$ cat src/hw/rtl/psl_pkg.sv
`timescale 1ns / 1ps

package psl_pkg;

	localparam int LIMIT_W = 9;
	localparam int POS_W   = 10;
	localparam int VALUE_W = 8;

	typedef enum logic [1:0] {
		IDX_HOLD = 2'd0,
		IDX_ZERO = 2'd1,
		IDX_TWO  = 2'd2,
		IDX_INC  = 2'd3
	} idx_op_t;

	typedef enum logic [1:0] {
		POS_HOLD   = 2'd0,
		POS_DOUBLE = 2'd1,
		POS_STEP   = 2'd2
	} pos_op_t;

	typedef struct packed {
		logic    lim_load;
		idx_op_t idx_op;
		pos_op_t pos_op;
		logic    wr_en;
		logic    wr_bit;
		logic    wr_at_pos;
		logic    rd_en;
		logic    emit;
		logic    emit_end;
	} psl_cmd_t;

	typedef struct packed {
		logic idx_lt_lim;
		logic pos_lt_lim;
		logic map_bit;
	} psl_status_t;

endpackage

$ cat src/hw/rtl/psl_ram.sv
`timescale 1ns / 1ps

module psl_ram #(
	parameter int WIDTH = 1,
	parameter int DEPTH = 256
) (
	input  logic                     clk,
	input  logic                     wr_en,
	input  logic [$clog2(DEPTH)-1:0] wr_addr,
	input  logic [WIDTH-1:0]         wr_data,
	input  logic                     rd_en,
	input  logic [$clog2(DEPTH)-1:0] rd_addr,
	output logic [WIDTH-1:0]         rd_data
);

	logic [WIDTH-1:0] mem_q [DEPTH];
	logic [WIDTH-1:0] rd_data_q;

	always_ff @(posedge clk) begin
		if (wr_en) begin
			mem_q[wr_addr] <= wr_data;
		end
		if (rd_en) begin
			rd_data_q <= mem_q[rd_addr];
		end
	end

	assign rd_data = rd_data_q;

endmodule

$ cat src/hw/rtl/psl_dp.sv
`timescale 1ns / 1ps

module psl_dp import psl_pkg::*; #(
	parameter int MAX_LIMIT = 256
) (
	input  logic               clk,
	input  logic               arst_n,
	input  logic [LIMIT_W-1:0] limit,
	input  psl_cmd_t           cmd,
	output psl_status_t        status,
	output logic               valid,
	output logic [VALUE_W-1:0] prime_value,
	output logic               is_end
);

	localparam int AW = $clog2(MAX_LIMIT);
	localparam logic [LIMIT_W-1:0] MaxLim = LIMIT_W'(MAX_LIMIT);

	logic [LIMIT_W-1:0] lim_q;
	logic [LIMIT_W-1:0] idx_q;
	logic [POS_W-1:0]   pos_q;
	logic               valid_q;
	logic [VALUE_W-1:0] prime_value_q;
	logic               is_end_q;
	logic [AW-1:0]      wr_addr;
	logic [0:0]         rd_data;

	always_ff @(posedge clk or negedge arst_n) begin
		if (!arst_n) begin
			lim_q         <= '0;
			idx_q         <= '0;
			pos_q         <= '0;
			prime_value_q <= '0;
			is_end_q      <= 1'b0;
		end else begin
			if (cmd.lim_load) begin
				lim_q <= (limit > MaxLim) ? MaxLim : limit;
			end
			case (cmd.idx_op)
				IDX_ZERO: idx_q <= '0;
				IDX_TWO:  idx_q <= LIMIT_W'(2);
				IDX_INC:  idx_q <= idx_q + LIMIT_W'(1);
				default:  idx_q <= idx_q;
			endcase
			case (cmd.pos_op)
				POS_DOUBLE: pos_q <= {idx_q, 1'b0};
				POS_STEP:   pos_q <= pos_q + {1'b0, idx_q};
				default:    pos_q <= pos_q;
			endcase
			if (cmd.emit) begin
				prime_value_q <= cmd.emit_end ? '0 : idx_q[VALUE_W-1:0];
				is_end_q      <= cmd.emit_end;
			end
		end
	end

	always_ff @(posedge clk or negedge arst_n) begin
		if (!arst_n) begin
			valid_q <= 1'b0;
		end else begin
			valid_q <= cmd.emit;
		end
	end

	assign wr_addr = cmd.wr_at_pos ? pos_q[AW-1:0] : idx_q[AW-1:0];

	psl_ram #(
		.WIDTH(1),
		.DEPTH(MAX_LIMIT)
	) u_map (
		.clk    (clk),
		.wr_en  (cmd.wr_en),
		.wr_addr(wr_addr),
		.wr_data(cmd.wr_bit),
		.rd_en  (cmd.rd_en),
		.rd_addr(idx_q[AW-1:0]),
		.rd_data(rd_data)
	);

	assign status.idx_lt_lim = idx_q < lim_q;
	assign status.pos_lt_lim = pos_q < {1'b0, lim_q};
	assign status.map_bit    = rd_data[0];

	assign valid       = valid_q;
	assign prime_value = prime_value_q;
	assign is_end      = is_end_q;

endmodule

$ cat src/hw/rtl/psl_ctrl.sv
`timescale 1ns / 1ps

module psl_ctrl import psl_pkg::*; (
	input  logic        clk,
	input  logic        arst_n,
	input  logic        start,
	input  psl_status_t status,
	output psl_cmd_t    cmd,
	output logic        busy
);

	typedef enum logic [7:0] {
		S_IDLE      = 8'b0000_0001,
		S_CLEAR     = 8'b0000_0010,
		S_SIEVE_RD  = 8'b0000_0100,
		S_SIEVE_CHK = 8'b0000_1000,
		S_STRIKE    = 8'b0001_0000,
		S_LIST_RD   = 8'b0010_0000,
		S_LIST_CHK  = 8'b0100_0000,
		S_TERM      = 8'b1000_0000
	} state_t;

	state_t state_q;
	state_t state_d;

	always_ff @(posedge clk or negedge arst_n) begin
		if (!arst_n) begin
			state_q <= S_IDLE;
		end else begin
			state_q <= state_d;
		end
	end

	always_comb begin
		state_d = state_q;
		cmd     = '0;
		cmd.idx_op = IDX_HOLD;
		cmd.pos_op = POS_HOLD;
		case (state_q)
			S_IDLE: begin
				if (start) begin
					cmd.lim_load = 1'b1;
					cmd.idx_op   = IDX_ZERO;
					state_d      = S_CLEAR;
				end
			end
			S_CLEAR: begin
				if (status.idx_lt_lim) begin
					cmd.wr_en  = 1'b1;
					cmd.idx_op = IDX_INC;
				end else begin
					cmd.idx_op = IDX_TWO;
					state_d    = S_SIEVE_RD;
				end
			end
			S_SIEVE_RD: begin
				if (status.idx_lt_lim) begin
					cmd.rd_en = 1'b1;
					state_d   = S_SIEVE_CHK;
				end else begin
					cmd.idx_op = IDX_TWO;
					state_d    = S_LIST_RD;
				end
			end
			S_SIEVE_CHK: begin
				if (!status.map_bit) begin
					cmd.pos_op = POS_DOUBLE;
					state_d    = S_STRIKE;
				end else begin
					cmd.idx_op = IDX_INC;
					state_d    = S_SIEVE_RD;
				end
			end
			S_STRIKE: begin
				if (status.pos_lt_lim) begin
					cmd.wr_en     = 1'b1;
					cmd.wr_bit    = 1'b1;
					cmd.wr_at_pos = 1'b1;
					cmd.pos_op    = POS_STEP;
				end else begin
					cmd.idx_op = IDX_INC;
					state_d    = S_SIEVE_RD;
				end
			end
			S_LIST_RD: begin
				if (status.idx_lt_lim) begin
					cmd.rd_en = 1'b1;
					state_d   = S_LIST_CHK;
				end else begin
					state_d = S_TERM;
				end
			end
			S_LIST_CHK: begin
				cmd.emit   = !status.map_bit;
				cmd.idx_op = IDX_INC;
				state_d    = S_LIST_RD;
			end
			S_TERM: begin
				cmd.emit     = 1'b1;
				cmd.emit_end = 1'b1;
				state_d      = S_IDLE;
			end
			default: begin
				state_d = S_IDLE;
			end
		endcase
	end

	assign busy = state_q != S_IDLE;

endmodule

$ cat src/hw/rtl/prime_sieve_lister.sv
// Busy time is set by the single write and single read port of the sieve map.
// Throughput: one request at a time; busy stays high until the terminator is issued.
// Results are registered and appear in the cycle after they are found, each for one cycle with valid high.
// The receiver cannot stall. arst_n clears control state; the map is rebuilt per request.
`timescale 1ns / 1ps

module prime_sieve_lister import psl_pkg::*; #(
	parameter int MAX_LIMIT = 256
) (
	input  logic               clk,
	input  logic               arst_n,
	input  logic               start,
	output logic               busy,
	input  logic [LIMIT_W-1:0] limit,
	output logic               valid,
	output logic [VALUE_W-1:0] prime_value,
	output logic               is_end
);

	psl_cmd_t    cmd;
	psl_status_t status;

	psl_ctrl u_ctrl (
		.clk   (clk),
		.arst_n(arst_n),
		.start (start),
		.status(status),
		.cmd   (cmd),
		.busy  (busy)
	);

	psl_dp #(
		.MAX_LIMIT(MAX_LIMIT)
	) u_dp (
		.clk        (clk),
		.arst_n     (arst_n),
		.limit      (limit),
		.cmd        (cmd),
		.status     (status),
		.valid      (valid),
		.prime_value(prime_value),
		.is_end     (is_end)
	);

endmodule

$ cat config.mk
export PLATFORM = sky130hd
export DESIGN_NAME = prime_sieve_lister
export DESIGN_NICKNAME = d
export VERILOG_FILES = /design/src/hw/rtl/psl_pkg.sv /design/src/hw/rtl/psl_ram.sv /design/src/hw/rtl/psl_dp.sv /design/src/hw/rtl/psl_ctrl.sv /design/src/hw/rtl/prime_sieve_lister.sv
export SDC_FILE = /design/constraint.sdc
export NUM_CORES = 1
export LEC_CHECK = 0
export BUFFER_PORTS_ARGS = -buffer_cell sky130_fd_sc_hd__buf_2
export CELL_PAD_IN_SITES_DETAIL_PLACEMENT = 1
export CELL_PAD_IN_SITES_GLOBAL_PLACEMENT = 1
export CORE_ASPECT_RATIO = 0.8
export CORE_MARGIN = 2
export CORE_UTILIZATION = 45
export DETAILED_ROUTE_END_ITERATION = 7
export HOLD_SLACK_MARGIN = 0.15
export PLACE_DENSITY_LB_ADDON = 0.1
export SETUP_SLACK_MARGIN = 0.2
export SLEW_MARGIN = 10
export SYNTH_ARGS = -nofsm -noshare
export SYNTH_HDL_FRONTEND = slang
export SYNTH_SLANG_ARGS = --single-unit
$ cat constraint.sdc
create_clock -name clk -period 12.1 [get_ports clk]
set_clock_uncertainty 0.15 [all_clocks]
set_input_delay 3.025 -clock clk [delete_from_list [all_inputs] [get_ports clk]]
set_output_delay 3.025 -clock clk [all_outputs]
set_load 0.02 [all_outputs]
==> results.md, run 1 <==
* Post-DR wirelength/cell at about 24 µm
* Part of the total power dissipated in the clock network at a little over a third
* Root buf cell: clkbuf_16
* Pin count of the biggest net entering global routing at 150
* Clock Pin Slew Worst Setup and Hold Paths at about 0.06 ns
* Xor and xnor fraction of the mapped netlist area at less than 1%
* Maximum buffer depth of the clock tree at 3
* Count of endpoints failing setup in the final report at 0
* Wire length of the first global-routing pass at ~60000 µm
* Leakage dissipation at roughly 5.4 nW
* Design Power at about 2.6 mW
* CP Class: register to output port
* Clock latency of the later-clocked register in the worst-skew pair at about 0.57 ns
* Num rows at 59
* Slew headroom at between 20% and 30%
* Dominant combinational cell family by area after synthesis: simple AND/OR/NAND/NOR gates
* Synthesized flop and latch total at about 300
* Synthesized instance count at ~1200
* Post-route worst hold slack at between 0.3 and 0.4 ns
* Num ports at 23
* Level count of the clock H-tree at 1
* Number of antenna violations at the first check in global routing at 0
* Clock tree from TritonCTS: built
* Number of nets in the layout at around 1200
* Endpoint type of the worst setup path: output port
* Count of yosys warnings during synthesis at 0
* Aggregate global-route resource usage at a little under a quarter
* Cell area after technology mapping at around 15000 µm²
* Port Buf Inserts at 22
* Adder-cell share of the synthesized area at 2.417%
* Crit start category: register
* Run status: finished, final reports clean
* Share of the clock period used by the worst path at ~42%
* Switching power summed over all nets at about 0.72 mW
* Mean post-synth cell area at 12.35 µm²
* Cell total after placement at ~1600
* Gr ovfl total at 0
* Simple logic cell fraction of the synthesized area at about an eighth
* WP data required at just under 9 ns
* CTS sink cnt at 303
* Routed WL at approximately 40000 µm
* Worst-Margin Slew at ~1.1 ns
* Number of global-route vias before repair at just under 10000
* Post-synth EDFFs at approximately 260
* Power share of the combinational group at approximately 18%
* Async S/R FF share, synth at between 15 and 20%
* Final Hold Viols at 0
* Worst-path cell with the longest stage delay: dfrtp_1
* Number of detailed-route iterations in the first pass at 5
* Worst-case setup slack after placement at between 7 and 8 ns
* Core box area at 32480 µm²
* Most common cell after layout, fill and taps aside: nor2_1
* Upper clock frequency limit at slightly below 200 MHz
* Post-CTS setup repair buffer count at 0
* Post-route insts no fill at about 1600
* Diode count at 0
* Max rail drop VDD at approximately 110 µV
* Resize count post-CTS at 0
* Switching fraction of total power at 28.21%
* Final period demand of the worst path at between 5 and 6 ns
* Vias at 9605
* CP Cell Sequence: nor2_1 -> nand3_1 -> nor3b_1 -> inv_1 -> buf_2
* Path category of the worst min-delay check: register to register
* Max Cap Violations at 0
* Dpl hpwl at approximately 24000 µm
* Portion of total power attributed to sequential cells at 46.5%
* Gp weighted congestion at between 0.8 and 0.9
* Fraction of final layout cells sized beyond drive strength 1 at between 10% and 20%
* Max-slew violation total from the final report at 0
* Vias per cell at between 5 and 6
* Post-route worst setup slack at between 6 and 7 ns
* CTS hold repair buffers at 0
* Post-Route Setup TNS at 0 ns
* Syn-to-layout area delta at 9.221%
* Part of the Yosys area used for sequential elements at approximately 60%
* Synthesized netlist net count at around 1200
* Multiplexer share of the synthesized area at 11.13%
* Top library cells by usage in the layout, fill and taps aside: nor2_1 (294), edfxtp_1 (257), nand2_1 (62)
* Starting DRC count in detailed routing at between 800 and 900
* Unrepaired setup endpoints after global routing: no
* Most used DFF post-synth: edfxtp_1
* Num CTS Buffers at 31
* Fraction of the mapped netlist area in compound gates at under 10%
* Vertical extent of the die at about 170 µm
* Drt drc at 0
* Worst-path fanout max at 8
* Slowest stage delay, CP at about 0.47 ns
* Die Span X at around 210 µm
* Internal power at between 1.5 and 2 mW
* Fillers at between 3000 and 4000
* Starting utilization of the core area at a little under half
* Number of different library cells in the post-synthesis netlist at 75
* Power per unit of standard cell area at 158.5 nW/µm²
* Die Area at roughly 34000 µm²
* Antenna viol nets, final at 0
* Endpoint arrival time on the critical path at between 1.5 and 2 ns
-- critical path: cells and delay by family (launching register included) --
kind,cells,cell delay (ns)
buffers and inverters,2,0.28
DFF,1,0.47
and+or+nand+nor,3,0.65
-- path summary, 6_finish.rpt --
path / end / slack [ns] / startpoint / depth (start not counted)
setup / recovery: busy / 6.97 / u_ctrl.state_q[4] / 5
max in group asynchronous: u_dp.idx_q[0] / 8.90 / arst_n / 2
hold reg to reg: u_dp.lim_q[6] / 0.35 / u_dp.lim_q[6] / 2
setup reg to reg: u_dp.u_map.rd_data / 7.73 / u_dp.idx_q[0] / 7
hold / removal: u_dp.lim_q[6] / 0.35 / u_dp.lim_q[6] / 2
min in group asynchronous: u_dp.pos_q[4] / 2.39 / arst_n / 2
-- stage by stage --
stage                     util, %  cell area (µm²)
after floorplan                 -            14800
after CTS                   49.78            16170
after global placement      46.90            15230
after detailed placement    46.90            15230
after global routing        49.78            16170
final                       49.78            16170
-- cell families after synthesis --
logic type | after synthesis
adders and majority gates | 28
xor gates and xnor gates | 7
buffers and inverters | 104
and+or+nand+nor | 448
AOI/OAI and AO/OA | 192
muxes | 117
DFF | 303
-- cells in the mapped netlist, drive strengths merged, types with 3 or more instances --
| library cell | count | area, µm² |
|---|---|---|
| a21o | 12 | 90.09 |
| buf | 48 | 285.3 |
| nand3b | 3 | 26.27 |
| nand2b | 19 | 118.9 |
| ha | 27 | 337.8 |
| a32oi | 9 | 78.83 |
| xor2 | 3 | 26.28 |
| nand3 | 8 | 40.04 |
| nand2 | 73 | 301.5 |
| nor2 | 295 | 1110 |
| xnor2 | 4 | 35.03 |
| o22ai | 18 | 112.6 |
| nor3b | 6 | 50.05 |
| nor4 | 3 | 25.02 |
| inv | 22 | 82.58 |
| o21a | 3 | 22.52 |
| mux2i | 51 | 521.8 |
| nor2b | 16 | 107.6 |
| a22o | 9 | 78.83 |
| nor3 | 9 | 55.05 |
| edfxtp | 257 | 7717 |
| mux4 | 33 | 743.2 |
| and2 | 5 | 31.28 |
| a211oi | 10 | 97.59 |
| a221oi | 4 | 35.03 |
| a221o | 7 | 70.07 |
| a21oi | 39 | 198.9 |
| a22oi | 5 | 37.54 |
| o21ai | 29 | 175.2 |
| dfrtp | 45 | 1126 |
| clkbuf | 34 | 127.6 |
| o21bai | 3 | 22.52 |
| a31oi | 13 | 81.33 |
| mux2 | 33 | 382.9 |
| o221ai | 16 | 140.1 |
-- per-layer routing --
layer,GRT usage [%],part of all wire [%],routed length [µm],vias to the layer above
met5,0,0,0,-
met4,4.379,1.7,695,0
met3,4.670,5.7,2285,42
met2,36.03,44,17530,222
met1,36.40,49,19550,4931
li1,-,-,-,4410
-- registers in the layout, summed over array words and instances, names as in the netlist --
name,count
u_ctrl.state_q,8
u_dp.idx_q,9
u_dp.is_end,1
u_dp.lim_q,9
u_dp.pos_q,10
u_dp.prime_value,8
u_dp.u_map.mem_q,256
u_dp.u_map.rd_data,1
u_dp.valid,1
-- power by group through the flow --
stage | Combinational, mW | Clock, mW | Sequential (mW)
after floorplan | 0.401 | 0 | 1.17
after global placement | 0.457 | 0 | 1.21
final | 0.463 | 0.908 | 1.19
after detailed placement | 0.462 | 0 | 1.21
after CTS | 0.465 | 0.933 | 1.19
after global routing | 0.503 | 0.966 | 1.20
-- cell type report --
| cell class | count | area, µm² | area share, % |
|---|---|---|---|
| sequential | 303 | 8875 | 54.89 |
| clock inverter | 17 | 137.6 | 0.8513 |
| inverter | 22 | 87.58 | 0.5417 |
| timing repair buffer | 47 | 297.8 | 1.842 |
| multi-input combinational | 792 | 5438 | 33.63 |
| clock buffer | 37 | 798.3 | 4.937 |
| tap | 427 | 534.3 | 3.304 |
(Power assumes the default switching activity.)
==> inputs of run 2 (changes only) <==
--- a/config.mk
+++ b/config.mk
@@ -5,6 +5,7 @@
 export SDC_FILE = /design/constraint.sdc
 export NUM_CORES = 1
 export LEC_CHECK = 0
+export ABC_AREA = 1
 export BUFFER_PORTS_ARGS = -buffer_cell sky130_fd_sc_hd__buf_2
 export CELL_PAD_IN_SITES_DETAIL_PLACEMENT = 1
 export CELL_PAD_IN_SITES_GLOBAL_PLACEMENT = 1
==> constraint.sdc (replaced) <==
create_clock -name clk -period 4.7 [get_ports clk]
set_clock_uncertainty 0.15 [all_clocks]
set_input_delay 1.175 -clock clk [delete_from_list [all_inputs] [get_ports clk]]
set_output_delay 1.175 -clock clk [all_outputs]
set_load 0.02 [all_outputs]
==> run 2 against run 1 <==
- global-route usage up 2.5 points
- clock power rose to 2.9 times the previous value
- final area up 3.9%
- critical path depth up 5
- final cell count up 29%
- synthesized cell count up 40%
- core utilization up 0.27 points
- sequential cell count unchanged
- critical path type is now register to register
==> results.md, run 2 <==
* Multiplexer share of the synthesized area at 0%
* Post-route insts no fill at 2124
* Final Hold Viols at 0
* Largest register FFs at between 200 and 300
* CTS sink cnt at 303
* Num rows at 60
* Starting DRC count in detailed routing at ~1100
* Run status: finished, final reports clean
* Leakage dissipation at 6.323 nW
* Cell area after layout at 16790 µm²
* Final period demand of the worst path at around 3.6 ns
* Port Buf Inserts at 22
* Max Cap Violations at 0
* Number of different library cells in the post-synthesis netlist at 47
* Root buf cell: clkbuf_16
* Post-route worst setup slack at ~1.1 ns
* Wire length of the first global-routing pass at around 71000 µm
* Clock latency of the later-clocked register in the worst-skew pair at 0.54 ns
* Post-CTS setup repair buffer count at 0
* Post-synth EDFFs at around 260
* Synthesized instance count at 1678
* Post-place instance area at 15730 µm²
* Slew headroom at roughly a quarter
* Synthesized netlist net count at about 1700
* Fraction of final layout cells sized beyond drive strength 1 at a little under a tenth
* Largest reg by FF count: u_dp.u_map.mem_q
* Die Span X at between 200 and 250 µm
* Synthesized flop and latch total at 303
* Fraction of the mapped netlist area in compound gates at approximately 5.4%
* Die Area at between 30000 and 40000 µm²
* Most used DFF post-synth: edfxtp_1
* Unrepaired setup endpoints after global routing: no
* Part of the Yosys area used for sequential elements at 57.92%
* Crit start category: register
* Worst-Margin Slew at roughly 1.1 ns
* Pin count of the biggest net entering global routing at ~260
* Async S/R FF share, synth at between 10% and 20%
* Diode count at 0
* Drt drc at 0
* Vias per cell at ~5.6
* Cell area after technology mapping at roughly 15000 µm²
* Endpoint type of the worst setup path: register
* Core box area at between 30000 and 40000 µm²
* Number of nets in the layout at between 1500 and 2000
* Path category of the worst min-delay check: register to register
* Count of endpoints failing setup in the final report at 0
* Aggregate global-route resource usage at between 20% and 30%
* Multi-input logic area at about 5600 µm²
* Largest registers in the final layout: u_dp.u_map.mem_q x256, u_dp.pos_q x10
* Number of antenna violations at the first check in global routing at 0
* Worst-path fanout max at 21
* Vias at about 12000
* Dpl hpwl at roughly 29000 µm
* Adder-cell share of the synthesized area at between 2 and 2.5%
* Maximum buffer depth of the clock tree at 3
* Footprint of the flip-flops and latches at between 8000 and 9000 µm²
* Number of detailed-route iterations in the first pass at 5
* Xor and xnor fraction of the mapped netlist area at 0.5147%
* Max rail drop VDD at roughly 370 µV
* Resize count post-CTS at 0
* Fraction of post-synthesis cell area in the top cell type by area at between 50% and 60%
* Routed WL at roughly 46000 µm
* Starting utilization of the core area at 45.64%
* WP data required at 4.77 ns
* Dominant combinational cell family by area after synthesis: simple AND/OR/NAND/NOR gates
* Endpoint arrival time on the critical path at between 3 and 4 ns
* Number of global-route vias before repair at 12070
* Upper clock frequency limit at 274.9 MHz
* Gr ovfl total at 0
* Vertical extent of the die at 169.0 µm
* Clock Pin Slew Worst Setup and Hold Paths at roughly 0.06 ns
* Worst-case setup slack after placement at ~1.1 ns
* Share of the clock period used by the worst path at between 70 and 80%
* Top cells by area in the synthesized netlist: edfxtp_1 (50%), nor2_1 (9.2%), nand2_1 (9.1%)
* Simple logic cell fraction of the synthesized area at ~28%
* Power per unit of standard cell area at ~420 nW/µm²
* Syn-to-layout area delta at 9.657%
* List of most frequent post-synthesis cells: nor2_1 (377), nand2_1 (373), edfxtp_1 (257)
* Top library cells by usage in the layout, fill and taps aside: nor2_1 (377), nand2_1 (373), edfxtp_1 (257)
* Max-slew violation total from the final report at 0
* Mean post-synth cell area at 9.127 µm²
* Most common cell after layout, fill and taps aside: nor2_1
* Level count of the clock H-tree at 2
* CTS hold repair buffers at 0
* Num CTS Buffers at 34
* Post-Route Setup TNS at 0 ns
* Count of yosys warnings during synthesis at 0
* Antenna viol nets, final at 0
* Clock tree from TritonCTS: built
* Gp weighted congestion at 0.8957
* Top cell type by total area after synthesis: edfxtp_1
* Fillers at around 3800
* Most repeated cell in the gate-level netlist after synthesis: nor2_1
* Num ports at 23
* Cell total after placement at approximately 2100
* Post-DR wirelength/cell at 21.63 µm
* CP Class: register to register
## run 2: cell count changes after synthesis, moves of 15 or more
cell,before,now
o21ai_0,24,75
o221ai_1,16,0
inv_1,22,95
mux2_2,25,0
mux2i_1,48,0
nand3_1,8,154
nand2b_1,19,0
nand2_1,62,373
mux4_2,33,0
nor2_1,294,377
nand4_1,2,19
clkbuf_1,34,49
nor2b_1,15,0
## run 2: stage by stage
step                hold slack [ns]  utilization, %  total power, mW
CTS                          0.3203           50.04            7.025
detailed placement           0.3066           46.87            4.429
floorplan                    0.3334               -            3.986
global route                 0.3430           50.04            7.291
global placement             0.3020           46.87            4.386
finish                       0.3129           50.04            6.977
## run 2: cell type report
class	instances	area share, %
clock buffers	48	5.498
clock inverters	14	0.8419
inverters	102	2.317
multi-input cells	1176	33.34
flip-flops and latches	303	52.85
well taps	434	3.233
repair buffers	47	1.922
## run 2: worst max-delay path, stage by stage (launching register included)
cell     delay (ns)
dfrtp_1        0.44
ha_1           0.34
nand2_1        0.10
nor2_1         0.05
nand3_1        0.34
nand3_2        0.46
nand2_1        0.17
nand2_1        0.16
nor2_4         0.39
nand3_2        0.46
nor2_1         0.26
## run 2: kinds of logic (layout without fill, tap and decap cells)
group / count (synthesis) / after routing
fa+ha+maj: 28 / 28
xor+xnor: 9 / 9
simple gates: 991 / 991
compound gates: 148 / 148
buf+inv: 199 / 211
flops: 303 / 303
## run 2: worst paths after layout
check	from	endpoint	slack, ns	cells past startpoint
min reg2reg	u_dp.is_end	u_dp.is_end	0.31	2
min in group asynchronous	arst_n	u_dp.lim_q[0]	0.49	1
max	u_dp.pos_q[5]	u_dp.u_map.mem_q[54]	1.06	10
max reg2reg	u_dp.pos_q[5]	u_dp.u_map.mem_q[54]	1.06	10
min	u_dp.is_end	u_dp.is_end	0.31	2
max in group asynchronous	arst_n	u_ctrl.state_q[0]	3.08	2
## run 2: routing by layer
layer  vias up  part of all wire (%)  track usage [%]
met5         -                     0                0
met4         0                   1.7            6.136
met3        58                   5.8            5.751
met2       232                    45            41.45
met1      5988                    47            37.62
li1       5560                     -                -
## run 2: power breakdown
| group | switching (mW) | total, mW | leakage [nW] | internal (mW) |
|---|---|---|---|---|
| Sequential | 0.0528 | 3.02 | 2.85 | 2.96 |
| Combinational | 0.991 | 1.36 | 2.97 | 0.373 |
| Clock | 1.11 | 2.60 | 0.506 | 1.49 |
| Total | 2.15 | 6.98 | 6.32 | 4.83 |
